==> src/tekd_pkg.sv <==
// -----------------------------------------------------------------------------
// tekd_pkg
// Types, byte constants and key codes of the escape sequence key decoder.
// -----------------------------------------------------------------------------
package tekd_pkg;

    localparam logic [7:0] C_ESC   = 8'h1B;
    localparam logic [7:0] C_CSI   = 8'h5B;
    localparam logic [7:0] C_SS3   = 8'h4F;
    localparam logic [7:0] C_CTRL  = 8'h35;
    localparam logic [7:0] C_TILDE = 8'h7E;
    localparam logic [7:0] C_SEMI  = 8'h3B;
    localparam logic [7:0] C_CH_A  = 8'h41;
    localparam logic [7:0] C_CH_B  = 8'h42;
    localparam logic [7:0] C_CH_C  = 8'h43;
    localparam logic [7:0] C_CH_D  = 8'h44;
    localparam logic [7:0] C_CH_H  = 8'h48;
    localparam logic [7:0] C_CH_F  = 8'h46;
    localparam logic [7:0] C_DIG_0 = 8'h30;
    localparam logic [7:0] C_DIG_1 = 8'h31;
    localparam logic [7:0] C_DIG_3 = 8'h33;
    localparam logic [7:0] C_DIG_4 = 8'h34;
    localparam logic [7:0] C_DIG_5 = 8'h35;
    localparam logic [7:0] C_DIG_6 = 8'h36;
    localparam logic [7:0] C_DIG_7 = 8'h37;
    localparam logic [7:0] C_DIG_8 = 8'h38;
    localparam logic [7:0] C_DIG_9 = 8'h39;

    localparam logic [3:0] K_LEFT   = 4'd0;
    localparam logic [3:0] K_RIGHT  = 4'd1;
    localparam logic [3:0] K_UP     = 4'd2;
    localparam logic [3:0] K_DOWN   = 4'd3;
    localparam logic [3:0] K_CLEFT  = 4'd4;
    localparam logic [3:0] K_DEL    = 4'd8;
    localparam logic [3:0] K_HOME   = 4'd9;
    localparam logic [3:0] K_END    = 4'd10;
    localparam logic [3:0] K_PGUP   = 4'd11;
    localparam logic [3:0] K_PGDN   = 4'd12;

    localparam logic OP_BYTE    = 1'b0;
    localparam logic OP_TIMEOUT = 1'b1;

    typedef enum logic [2:0] {
        PH_IDLE  = 3'd0,
        PH_ESC   = 3'd1,
        PH_INTRO = 3'd2,
        PH_DIGIT = 3'd3,
        PH_SEMI  = 3'd4,
        PH_MOD   = 3'd5
    } t_phase;

    typedef struct packed {
        logic       hit;
        logic [3:0] code;
    } t_key;

    typedef struct packed {
        t_phase     phase;
        logic       load_intro;
        logic       load_digit;
        logic       load_mod;
        logic       emit;
        logic       is_special;
        logic [7:0] key_code;
    } t_step;

    function automatic t_key arrow_code(input logic [7:0] b, input logic [3:0] base);
        t_key k;
        k.hit  = 1'b1;
        k.code = base;
        unique case (b)
            C_CH_A:  k.code = base + K_UP;
            C_CH_B:  k.code = base + K_DOWN;
            C_CH_C:  k.code = base + K_RIGHT;
            C_CH_D:  k.code = base + K_LEFT;
            default: k.hit  = 1'b0;
        endcase
        return k;
    endfunction

    function automatic t_key tilde_code(input logic [7:0] d);
        t_key k;
        k.hit  = 1'b1;
        k.code = K_HOME;
        unique case (d)
            C_DIG_1, C_DIG_7: k.code = K_HOME;
            C_DIG_3:          k.code = K_DEL;
            C_DIG_4, C_DIG_8: k.code = K_END;
            C_DIG_5:          k.code = K_PGUP;
            C_DIG_6:          k.code = K_PGDN;
            default:          k.hit  = 1'b0;
        endcase
        return k;
    endfunction

endpackage

==> src/tekd_step.sv <==
// -----------------------------------------------------------------------------
// tekd_step
// Next parser phase and key result for one request.
// -----------------------------------------------------------------------------
module tekd_step (
    input  tekd_pkg::t_phase i_phase,
    input  logic [7:0]       i_intro,
    input  logic [7:0]       i_digit,
    input  logic [7:0]       i_modifier,
    input  logic             i_opcode,
    input  logic [7:0]       i_in_byte,
    output tekd_pkg::t_step  o_step
);

    tekd_pkg::t_key w_key;

    always_comb begin
        o_step            = '0;
        o_step.phase      = tekd_pkg::PH_IDLE;
        o_step.key_code   = tekd_pkg::C_ESC;
        w_key             = '0;

        if (i_opcode == tekd_pkg::OP_TIMEOUT) begin
            o_step.emit = (i_phase != tekd_pkg::PH_IDLE) &&
                          (i_phase <= tekd_pkg::PH_MOD);
        end else begin
            unique case (i_phase)
                tekd_pkg::PH_ESC: begin
                    o_step.load_intro = 1'b1;
                    o_step.phase      = tekd_pkg::PH_INTRO;
                end
                tekd_pkg::PH_INTRO: begin
                    o_step.load_digit = 1'b1;
                    if (i_intro == tekd_pkg::C_CSI) begin
                        w_key = tekd_pkg::arrow_code(i_in_byte, tekd_pkg::K_LEFT);
                    end
                    if (i_intro == tekd_pkg::C_CSI || i_intro == tekd_pkg::C_SS3) begin
                        if (i_in_byte == tekd_pkg::C_CH_H) begin
                            w_key = '{hit: 1'b1, code: tekd_pkg::K_HOME};
                        end
                        if (i_in_byte == tekd_pkg::C_CH_F) begin
                            w_key = '{hit: 1'b1, code: tekd_pkg::K_END};
                        end
                    end
                    if (i_intro == tekd_pkg::C_CSI && i_in_byte >= tekd_pkg::C_DIG_0 &&
                        i_in_byte <= tekd_pkg::C_DIG_9) begin
                        o_step.phase = tekd_pkg::PH_DIGIT;
                    end else begin
                        o_step.emit = 1'b1;
                    end
                end
                tekd_pkg::PH_DIGIT: begin
                    if (i_in_byte == tekd_pkg::C_SEMI) begin
                        o_step.phase = tekd_pkg::PH_SEMI;
                    end else begin
                        o_step.emit = 1'b1;
                        if (i_in_byte == tekd_pkg::C_TILDE) begin
                            w_key = tekd_pkg::tilde_code(i_digit);
                        end
                    end
                end
                tekd_pkg::PH_SEMI: begin
                    o_step.load_mod = 1'b1;
                    o_step.phase    = tekd_pkg::PH_MOD;
                end
                tekd_pkg::PH_MOD: begin
                    o_step.emit = 1'b1;
                    if (i_modifier == tekd_pkg::C_CTRL) begin
                        w_key = tekd_pkg::arrow_code(i_in_byte, tekd_pkg::K_CLEFT);
                    end
                end
                default: begin
                    if (i_in_byte == tekd_pkg::C_ESC) begin
                        o_step.phase = tekd_pkg::PH_ESC;
                    end else begin
                        o_step.emit     = 1'b1;
                        w_key           = '0;
                        o_step.key_code = i_in_byte;
                    end
                end
            endcase
            if (w_key.hit) begin
                o_step.is_special = 1'b1;
                o_step.key_code   = {4'd0, w_key.code};
            end
        end
    end

endmodule

==> src/terminal_escape_key_decoder_core.sv <==
// -----------------------------------------------------------------------------
// terminal_escape_key_decoder_core
// Decodes terminal bytes and ESC sequences into plain or special keys.
// -----------------------------------------------------------------------------
// A key is registered in the output register, or in the skid while the output holds one.
// Throughput: one request per cycle while the skid register is empty.
// A two-entry output (register plus skid) keeps input ready while a key waits.
// Reset: synchronous, active low; parser returns to idle, output queue empties.
// -----------------------------------------------------------------------------
module terminal_escape_key_decoder_core (
    input  logic       i_clk,
    input  logic       i_rst_n,
    input  logic       i_valid,
    output logic       o_ready,
    input  logic       i_opcode,
    input  logic [7:0] i_in_byte,
    output logic       o_valid,
    input  logic       i_ready,
    output logic       o_is_special,
    output logic [7:0] o_key_code
);

    tekd_pkg::t_phase r_phase;
    logic [7:0]       r_intro;
    logic [7:0]       r_digit;
    logic [7:0]       r_modifier;

    logic             r_out_valid;
    logic             r_out_special;
    logic [7:0]       r_out_code;
    logic             r_skid_valid;
    logic             r_skid_special;
    logic [7:0]       r_skid_code;

    logic             n_out_valid;
    logic             n_skid_valid;
    logic             w_load_out;
    logic             w_load_skid;
    logic             w_out_from_skid;

    tekd_pkg::t_step  w_step;
    logic             w_accept;
    logic             w_take;
    logic             w_emit;

    tekd_step u_step (
        .i_phase    (r_phase),
        .i_intro    (r_intro),
        .i_digit    (r_digit),
        .i_modifier (r_modifier),
        .i_opcode   (i_opcode),
        .i_in_byte  (i_in_byte),
        .o_step     (w_step)
    );

    assign o_ready  = !r_skid_valid;
    assign w_accept = i_valid && o_ready;
    assign w_take   = r_out_valid && i_ready;
    assign w_emit   = w_accept && w_step.emit;

    always_ff @(posedge i_clk) begin
        if (!i_rst_n) begin
            r_phase    <= tekd_pkg::PH_IDLE;
            r_intro    <= '0;
            r_digit    <= '0;
            r_modifier <= '0;
        end else if (w_accept) begin
            r_phase <= w_step.phase;
            if (w_step.load_intro) begin
                r_intro <= i_in_byte;
            end
            if (w_step.load_digit) begin
                r_digit <= i_in_byte;
            end
            if (w_step.load_mod) begin
                r_modifier <= i_in_byte;
            end
        end
    end

    always_comb begin
        n_out_valid     = r_out_valid;
        n_skid_valid    = r_skid_valid;
        w_load_out      = 1'b0;
        w_load_skid     = 1'b0;
        w_out_from_skid = 1'b0;
        if (!r_out_valid || w_take) begin
            if (r_skid_valid) begin
                w_out_from_skid = 1'b1;
                n_out_valid     = 1'b1;
                n_skid_valid    = 1'b0;
            end else begin
                w_load_out  = w_emit;
                n_out_valid = w_emit;
            end
        end else if (w_emit) begin
            w_load_skid  = 1'b1;
            n_skid_valid = 1'b1;
        end
    end

    always_ff @(posedge i_clk) begin
        if (!i_rst_n) begin
            r_out_valid  <= 1'b0;
            r_skid_valid <= 1'b0;
        end else begin
            r_out_valid  <= n_out_valid;
            r_skid_valid <= n_skid_valid;
        end
    end

    always_ff @(posedge i_clk) begin
        if (w_out_from_skid) begin
            r_out_special <= r_skid_special;
            r_out_code    <= r_skid_code;
        end else if (w_load_out) begin
            r_out_special <= w_step.is_special;
            r_out_code    <= w_step.key_code;
        end
        if (w_load_skid) begin
            r_skid_special <= w_step.is_special;
            r_skid_code    <= w_step.key_code;
        end
    end

    assign o_valid      = r_out_valid;
    assign o_is_special = r_out_special;
    assign o_key_code   = r_out_code;

endmodule

==> config.mk <==
export PLATFORM = sky130hd
export DESIGN_NAME = terminal_escape_key_decoder_core
export DESIGN_NICKNAME = d
export VERILOG_FILES = /design/src/tekd_pkg.sv /design/src/tekd_step.sv /design/src/terminal_escape_key_decoder_core.sv
export SDC_FILE = /design/constraint.sdc
export NUM_CORES = 1
export LEC_CHECK = 0
export ABC_AREA = 1
export BUFFER_PORTS_ARGS = -buffer_cell sky130_fd_sc_hd__buf_2
export CORE_MARGIN = 8
export CORE_UTILIZATION = 50
export DETAILED_ROUTE_END_ITERATION = 12
export HOLD_SLACK_MARGIN = 0.08
export PLACE_DENSITY = 0.73
export SETUP_SLACK_MARGIN = 0.02
export SLEW_MARGIN = 20
export SYNTH_ARGS = -nofsm -noshare
export SYNTH_HDL_FRONTEND = slang
export SYNTH_HIERARCHICAL = 1
export SYNTH_SLANG_ARGS = --single-unit
==> constraint.sdc <==
create_clock -name i_clk -period 2.6 [get_ports i_clk]
set_input_delay 0.26 -clock i_clk [delete_from_list [all_inputs] [get_ports i_clk]]
set_output_delay 0.26 -clock i_clk [all_outputs]
set_load 0.1 [all_outputs]
Word level (Yosys, flattened, before mapping)
Index checks and enable logic that the tools add are counted.
- register bits after elaboration: 47
- bits of input ports: 13
- output and inout port bits: 11
- word-level logic and storage cells: 101
- $lt $le $gt $ge: 3
- equal/unequal tests: 24
- muxes and demuxes: 42
- bitwise gates (word level): 1
- reduce and logical (&&, ||, !) cells: 21
- operators by type and width (operator ; number):
    8-bit by 6-bit equality test with 1-bit output, second input constant ; 9
    8-bit by 7-bit equality test with 1-bit output, second input constant ; 9
    5-bit 2-to-1 mux ; 8
    8-bit 2-to-1 mux ; 4
    1-bit 2-to-1 mux ; 19
    9-bit 2-to-1 mux ; 2
    3-bit case mux with 5 select lines ; 1
    5-bit case mux with 3 select lines ; 1
    2-bit case mux with 3 select lines ; 2
    3-bit case mux with 4 select lines ; 1
    8-bit by 5-bit equality test with 1-bit output, second input constant ; 1
    8-bit by 6-bit greater-or-equal comparator with 1-bit output, second input constant ; 1
    8-bit by 6-bit less-or-equal comparator with 1-bit output, second input constant ; 1
    7-bit OR reduction ; 1
    3-bit by 2-bit equality test with 1-bit output, second input constant ; 2
    3-bit equality test, second input constant ; 2
    1-bit logical AND ; 6
    6-bit 2-to-1 mux ; 1
    2-bit AND reduction ; 3
    2-bit OR reduction ; 3
    5-bit OR reduction ; 1
    1-bit case mux with 4 select lines ; 1
    4-bit OR reduction ; 1
    3-bit by 1-bit equality test with 1-bit output, second input constant ; 1
    other kinds (8) ; 10

Depth between registers and ports, before layout
Gate-level depths: netlist (run 1).
- word-level depth: 13
- depth in mapped cells: 14
- mapped depth without buffers: 14

Hierarchy
The synthesis (run 1) kept the hierarchy.
- modules (own cells, without submodules) (module ; instances ; cells each ; area each (um2) ; seq. area each (um2)):
    terminal_escape_key_decoder_core ; 1 ; 227 ; 1840.5 ; 1121.1
    tekd_step ; 1 ; 221 ; 1054.8 ; 0.0

Worst setup path before layout (run 1)
Ideal clock, no wire load.
- path type: register -> register
- from: register r_out_valid, in the netlist o_valid
- to: register r_skid_code[0] (enable)
- setup time: 0.374 ns
- arrival: 1.852 ns
- required time: 2.226 ns
- path slack: 0.374 ns
- stages on the path, launching flop included: 4
- path buffers: 1
- clock period less this slack: 2.226 ns
- cell sequence: dfxtp_1 nand2_1 clkbuf_1 nor2_1
- word-level cells in the longest chain between the ends: 3
- elaborated cells on any way between the ends: 4
- those cells by class: mux: 1; reduce/logical: 3
- ends and longest elaborated chain (what ; line ; source):
    start, declared ; terminal_escape_key_decoder_core.sv:28 ; logic r_out_valid;
    start signal, assigned ; terminal_escape_key_decoder_core.sv:107 ; r_out_valid <= n_out_valid;
    1-bit logical NOT or 1-bit logical AND (tied branches) ; terminal_escape_key_decoder_core.sv:87, terminal_escape_key_decoder_core.sv:58 ;
    1-bit logical OR * ; terminal_escape_key_decoder_core.sv:87 ; if (!r_out_valid || w_take) begin
    1-bit 2-to-1 mux * ; terminal_escape_key_decoder_core.sv:87 ;
    via w_load_skid ; terminal_escape_key_decoder_core.sv:38 ; logic w_load_skid;
    end signal, assigned ; terminal_escape_key_decoder_core.sv:122 ; r_skid_code <= w_step.key_code;
    end, declared ; terminal_escape_key_decoder_core.sv:33 ; logic [7:0] r_skid_code;
Mark *: on every way through the listed nets, which the timed path passes. The rest lies on a longest branch.
A chain may end at the register's enable or synchronous reset.

==> flow_metrics.env, run 1 <==
export IMPL_nets=487
export IMPL_vias_per_cell=4.93
export IMPL_die_h_um=92.1
export IMPL_syn_area_um2=2900
export IMPL_drive_gt1_share_pct=14.4
export IMPL_period_share_pct=81.2
export IMPL_run_status="completed"
export IMPL_avgSynthCellArea_um2=6.46
export IMPL_avgRoutedWirePerCell_um=12.0
export IMPL_fin_skew_ps=4.03
export IMPL_netlist_instances=448
export IMPL_track_usage_pct=15.5
export IMPL_ir_worst_vdd_uv=312
export IMPL_synthDistinctLibCells=30
export IMPL_maxCapViolCount=0
export IMPL_htreeDepth=2
export IMPL_core_um2=5540
export IMPL_cp_arrival_ps=2050
export IMPL_start_util_pct=52.3
export IMPL_drtPass1Iterations=4
export IMPL_critPathRequiredTime_ps=2540
export IMPL_yosysWarnings=6
export IMPL_grt_pass1_wl_um=10700
export IMPL_clockBufferDepth=2
export IMPL_swShare_pct=28.2
export IMPL_hp_class="in -> reg"
export IMPL_clkTransAtPathRegs_ps=80
export IMPL_cp_max_fo=9
export IMPL_p_sw_w=0.000451
export IMPL_power_per_cell_area_nw_per_um2=504
export IMPL_grt_setup_unrepaired="false"
export IMPL_ctsRootBufferMaster="clkbuf_8"
export IMPL_period_needed_ps=2110
export IMPL_p_comb_share_pct=16.4
export IMPL_hold_buffers=0
export IMPL_path_class="reg -> reg"
export IMPL_slowest_stage="a21oi_2"
export IMPL_crit_path_end_kind="flip-flop"
export IMPL_holdWs_ps=290
export IMPL_drc=0
export IMPL_slew_violations=0
export IMPL_worstPathCellList="inv_2, ha_1, nor2_1, o21ai_0, inv_1, nor2_1, nand2_1, o21ai_0, nand2_1, a21oi_1, a21oi_2"
export IMPL_placementRows=27
export IMPL_stdcell_count=544
export IMPL_fin_tns_setup_ps=0
export IMPL_grt_max_degree=29
export IMPL_cts_tree="built"
export IMPL_clk_latency_ps=300
export IMPL_worst_pin_slew_ps=638
export IMPL_gp_congestion=1.00
export IMPL_dieWidth_um=92.1
export IMPL_yosysSeqAreaShare_pct=38.7
export IMPL_cts_sinks=47
export IMPL_max_freq_ghz=0.473
export IMPL_cpPeakStageDelay_ps=420
export IMPL_diodes=0
export IMPL_port_buffers=23
export IMPL_internal_power_w=0.00115
export IMPL_numCtsBuffers=5
export IMPL_area_growth_syn_to_layout_pct=9.55
export IMPL_synth_nets=464
export IMPL_place_hpwl_um=5000
export IMPL_drtAntennaViolNets=0
export IMPL_ys_ff_latch=47
export IMPL_globalRouteOverflowTotal=0
export IMPL_dp_cells=536
export IMPL_clockPowerShare_pct=33.2
export IMPL_timing_slew_headroom_pct=57.4
export IMPL_pwr_share_seq_pct=50.5
export IMPL_drt_total_wl_um=6520
export IMPL_dieArea_um2=8480
export IMPL_p_leak_nw=1.58
export IMPL_fillers=544
export IMPL_io_pins=24
export IMPL_finalHoldViolations=0
export IMPL_crit_path_start_kind="flip-flop"
export IMPL_vias=2681
export IMPL_fin_util_pct=57.2
export IMPL_drt_iter0_markers=149
export IMPL_grt_pass1_vias=2391
export IMPL_setup_viol=0
export IMPL_antenna_found_initial=0
power groups by stage:
| stage | Combinational [W] | Clock, W | Sequential (W) |
|---|---|---|---|
| 5_1_grt | 0.000287 | 0.000571 | 0.000810 |
| 2_1_floorplan | 0.000123 | 0 | 0.000900 |
| 3_3_place_gp | 0.000257 | 0 | 0.000824 |
| 6_report | 0.000261 | 0.000530 | 0.000807 |
| 3_5_place_dp | 0.000259 | 0 | 0.000824 |
| 4_1_cts | 0.000260 | 0.000544 | 0.000807 |
registers in the layout (all words and copies together), names as in the netlist:
signal / cells
o_is_special: 1
r_skid_code: 8
o_key_code: 8
r_phase: 3
r_skid_valid: 1
o_valid: 1
r_skid_special: 1
r_modifier: 8
r_digit: 8
r_intro: 8
synthesized netlist by cell type (all sizes together):
library cell | count | share of area [%]
dfxtp | 29 | 20
a31oi | 2 | 0.43
o211ai | 1 | 0.26
a21oi | 9 | 1.7
nor4 | 1 | 0.22
nor3 | 4 | 0.86
inv | 73 | 9.6
edfxtp | 18 | 19
nand2 | 150 | 21
nand3b | 1 | 0.26
buf | 7 | 1.6
ha | 3 | 1.3
clkbuf | 1 | 0.13
and2 | 1 | 0.22
nor2 | 101 | 15
nand3 | 31 | 5.9
nand4 | 8 | 1.9
o21ai | 8 | 1.4
cells by family after synthesis:
logic type      after synthesis  synth area share [%]
compound gates               20                  3.76
buf+inv                      81                  11.3
simple gates                297                  44.9
flops                        47                  38.7
fa+ha+maj                     3                  1.30
per-stage QoR:
step | setup slack, ps | area, um2 | total power (W)
floorplan | 374 | 2900 | 0.00102
global placement | 285 | 3060 | 0.00108
detailed placement | 228 | 3060 | 0.00108
CTS | 216 | 3170 | 0.00161
global route | 229 | 3170 | 0.00167
finish | 488 | 3170 | 0.00160
worst max-delay path, delay by kind of cell, from the launching register on:
family	cells	cell delay [ps]
simple gates	4	280
flops	1	400
buf+inv	2	190
fa+ha+maj	1	200
compound gates	4	680
layout make-up:
cell class | instances | area (um2) | area share, %
well taps | 72 | 90.1 | 2.84
clock buffers | 7 | 80.1 | 2.52
repair buffers | 24 | 123 | 3.87
inverters | 73 | 277 | 8.72
clock inverters | 1 | 30.0 | 0.947
flip-flops and latches | 47 | 1120 | 35.3
multi-input cells | 320 | 1450 | 45.8
layout by cell type (no fill, tap or decap):
cell type  synthesis  routed
a21oi_1            8       7
a21oi_2            1       2
a31oi_1            2       2
and2_1             1       1
buf_2              4      23
buf_4              2       1
bufinv_16          0       1
clkbuf_1           1       1
clkbuf_4           0       1
clkbuf_8           0       5
dfxtp_1           29      29
edfxtp_1          18      18
ha_1               3       3
inv_1             62      62
inv_2             10      10
inv_4              1       1
nand2_1          142     142
nand2_2            5       5
nand2_4            3       3
nand3_1           28      28
nand3_2            3       3
nand3b_1           1       1
nand4_1            7       7
nand4_2            1       1
nor2_1            90      90
nor2_2             6       6
nor2_4             5       5
nor3_1             3       3
nor3_2             1       1
nor4_1             1       1
o211ai_1           1       1
o21ai_0            8       8
what timing repair did:
item,4_1_cts,5_1_grt
setup buffers,0,0
endpoints found under the setup margin,0,9
resized for setup,0,1
layer usage:
metal  vias to the layer above  global-route usage (%)  share of wire [%]
met5                         -                       0                  0
met4                         0                    6.31                1.7
met3                         8                    2.85                4.0
met2                        65                    24.7                 45
met1                      1196                    20.0                 49
li1                       1412                       -                  -
final timing paths:
path	startpoint	endpoint	slack (ps)	depth (start not counted)
worst max-delay path	r_phase[2]$_SDFFE_PN0P_	o_is_special$_DFFE_PP_	490	11
worst min-delay path	i_in_byte[5]	r_intro[5]$_SDFFE_PN0P_	290	3
worst max register to register	r_phase[2]$_SDFFE_PN0P_	o_is_special$_DFFE_PP_	490	11
worst min register to register	r_modifier[1]$_SDFFE_PN0P_	r_modifier[1]$_SDFFE_PN0P_	520	4
(Power assumes the default switching activity.)
==> run 2: changes to the inputs <==
clock period = 2.1 ns   (was 2.6 ns; I/O delays follow)
==> run 2 against run 1 <==
Die area unchanged. Total power increased by 21%. Design area increased by 9.2%.
==> flow_metrics.env, run 2 (same netlist as run 1, synthesis figures left out) <==
export IMPL_run_status="completed"
export IMPL_layout_setup_ws_ps=194
export IMPL_postCtsSetupBuffers=0
export IMPL_vias_per_cell=4.91
export IMPL_timing_slew_headroom_pct=62.9
export IMPL_maxCapViolCount=0
export IMPL_crit_family="simple AND/OR/NAND/NOR gates"
export IMPL_cp_arrival_ps=1970
export IMPL_fin_util_pct=62.5
export IMPL_hp_class="in -> reg"
export IMPL_hold_buffers=0
export IMPL_cpPeakStageDelay_ps=360
export IMPL_start_util_pct=52.3
export IMPL_final_common_cell="nand2_1"
export IMPL_die_h_um=92.1
export IMPL_fillers=533
export IMPL_antenna_found_initial=0
export IMPL_clockBufferDepth=2
export IMPL_max_freq_ghz=0.525
export IMPL_ir_worst_vdd_uv=337
export IMPL_crit_path_end_kind="flip-flop"
export IMPL_vias=2862
export IMPL_drtPass1Iterations=4
export IMPL_hold_path_endpoint="r_modifier[5]$_SDFFE_PN0P_"
export IMPL_port_buffers=23
export IMPL_stdcell_count=583
export IMPL_track_usage_pct=17.8
export IMPL_gp_congestion=0.969
export IMPL_numCtsBuffers=5
export IMPL_path_common_cell="nand2_1"
export IMPL_clk_latency_ps=300
export IMPL_drtAntennaViolNets=0
export IMPL_worst_path_buf_inv=4
export IMPL_use_met2_pct=29.1
export IMPL_period_needed_ps=1910
export IMPL_place_ws_ps=-197
export IMPL_reg2reg_from="r_phase[1]$_SDFFE_PN0P_"
export IMPL_fin_skew_ps=3.63
export IMPL_slew_violations=0
export IMPL_layout_common_cells="142 x nand2_1, 90 x nor2_1, 62 x inv_1, 40 x buf_4, 28 x nand3_1"
export IMPL_cp_max_fo=5
export IMPL_io_pins=24
export IMPL_diodes=0
export IMPL_finalHoldViolations=0
export IMPL_core_um2=5540
export IMPL_clkTransAtPathRegs_ps=90
export IMPL_hold_depth=4
export IMPL_path_class="reg -> reg"
export IMPL_cts_sinks=47
export IMPL_avgRoutedWirePerCell_um=12.3
export IMPL_grt_util_met1_pct=22.8
export IMPL_dieWidth_um=92.1
export IMPL_setup_viol=0
export IMPL_drt_total_wl_um=7180
export IMPL_grt_pass1_wl_um=12600
export IMPL_crit_path_start_kind="flip-flop"
export IMPL_globalRouteOverflowTotal=0
export IMPL_top_usage_layer="met2"
export IMPL_worstPathCellList="inv_2, nand2_2, buf_4, nor2_4, buf_4, nand3_2, nand2_1, nand2_1, nand2_2, inv_4, a21oi_2, nor2_1, nand2_1, nand2_1"
export IMPL_nets=526
export IMPL_grt_setup_unrepaired="false"
export IMPL_placementRows=27
export IMPL_period_share_pct=90.7
export IMPL_groute_layer_met3_usage_pct=3.59
export IMPL_slowest_stage="dfxtp_2"
export IMPL_drt_iter0_markers=202
export IMPL_r2r_end="o_key_code[4]$_DFFE_PP_"
export IMPL_grt_max_degree=29
export IMPL_grt_pass1_vias=2769
export IMPL_ctsRootBufferMaster="clkbuf_8"
export IMPL_dieArea_um2=8480
export IMPL_cts_tree="built"
export IMPL_hold_path_startpoint="i_in_byte[5]"
export IMPL_dp_cells=575
export IMPL_drive_gt1_share_pct=21.7
export IMPL_ff2ff_path_depth=14
export IMPL_power_per_cell_area_nw_per_um2=557
export IMPL_p_leak_nw=1.76
export IMPL_htreeDepth=2
export IMPL_worst_pin_slew_ps=552
export IMPL_ff2ff_setup_slack_ps=190
export IMPL_drc=0
export IMPL_place_hpwl_um=5550
export IMPL_critPathRequiredTime_ps=2160
export IMPL_area_growth_syn_to_layout_pct=19.7
==> run 2: worst min-delay path: cells and delay by family <==
family,cells,cell delay [ps]
simple gates,2,120
buf+inv,2,230
==> run 2: cell type report <==
cell class	instances	area [um2]	share of cell area, %
Sequential cell	47	1120	32.4
Tap cell	72	90.1	2.60
Inverter	73	277	7.98
Clock buffer	6	72.6	2.09
Clock inverter	2	12.5	0.361
Multi-Input combinational cell	320	1470	42.5
Timing Repair Buffer	63	415	12.0
==> run 2: routing by layer <==
metal	part of all wire, %	wire, um
met5	0	0
met4	1.5	108
met3	6.9	493
met2	46	3310
met1	46	3270
==> run 2: report_power, final <==
group | total, W | switching (W) | internal [W]
clock | 0.000548 | 0.000315 | 0.000233
combinational | 0.000384 | 0.000273 | 0.000111
sequential | 0.000997 | 0.0000166 | 0.000981
==> run 2: how the worst max path moves through the flow <==
stage | cells after the start | from | slack, ps | to
floorplan | 11 | r_phase[2]$_SDFFE_PN0P_ | 40 | o_is_special$_DFFE_PP_
global placement | 9 | r_phase[1]$_SDFFE_PN0P_ | -120 | o_is_special$_DFFE_PP_
detailed placement | 11 | r_phase[2]$_SDFFE_PN0P_ | -200 | o_key_code[4]$_DFFE_PP_
CTS | 11 | r_phase[2]$_SDFFE_PN0P_ | 50 | o_is_special$_DFFE_PP_
global route | 11 | r_phase[2]$_SDFFE_PN0P_ | 30 | o_is_special$_DFFE_PP_
finish | 14 | r_phase[1]$_SDFFE_PN0P_ | 190 | o_key_code[4]$_DFFE_PP_
==> run 2: stage by stage <==
stage	cell area (um2)	power (W)	hold WS (ps)	TNS, ps
floorplan	2900	0.00127	345	0
detailed placement	3350	0.00139	505	-1770
global placement	3350	0.00138	500	-1040
global route	3460	0.00202	301	0
finish	3460	0.00193	291	0
CTS	3440	0.00193	265	0
==> run 2: timing repair <==
item,CTS,global route
pin swaps,0,0
endpoints found under the setup margin,9,10
gates resized for setup,1,5
cloned,0,0
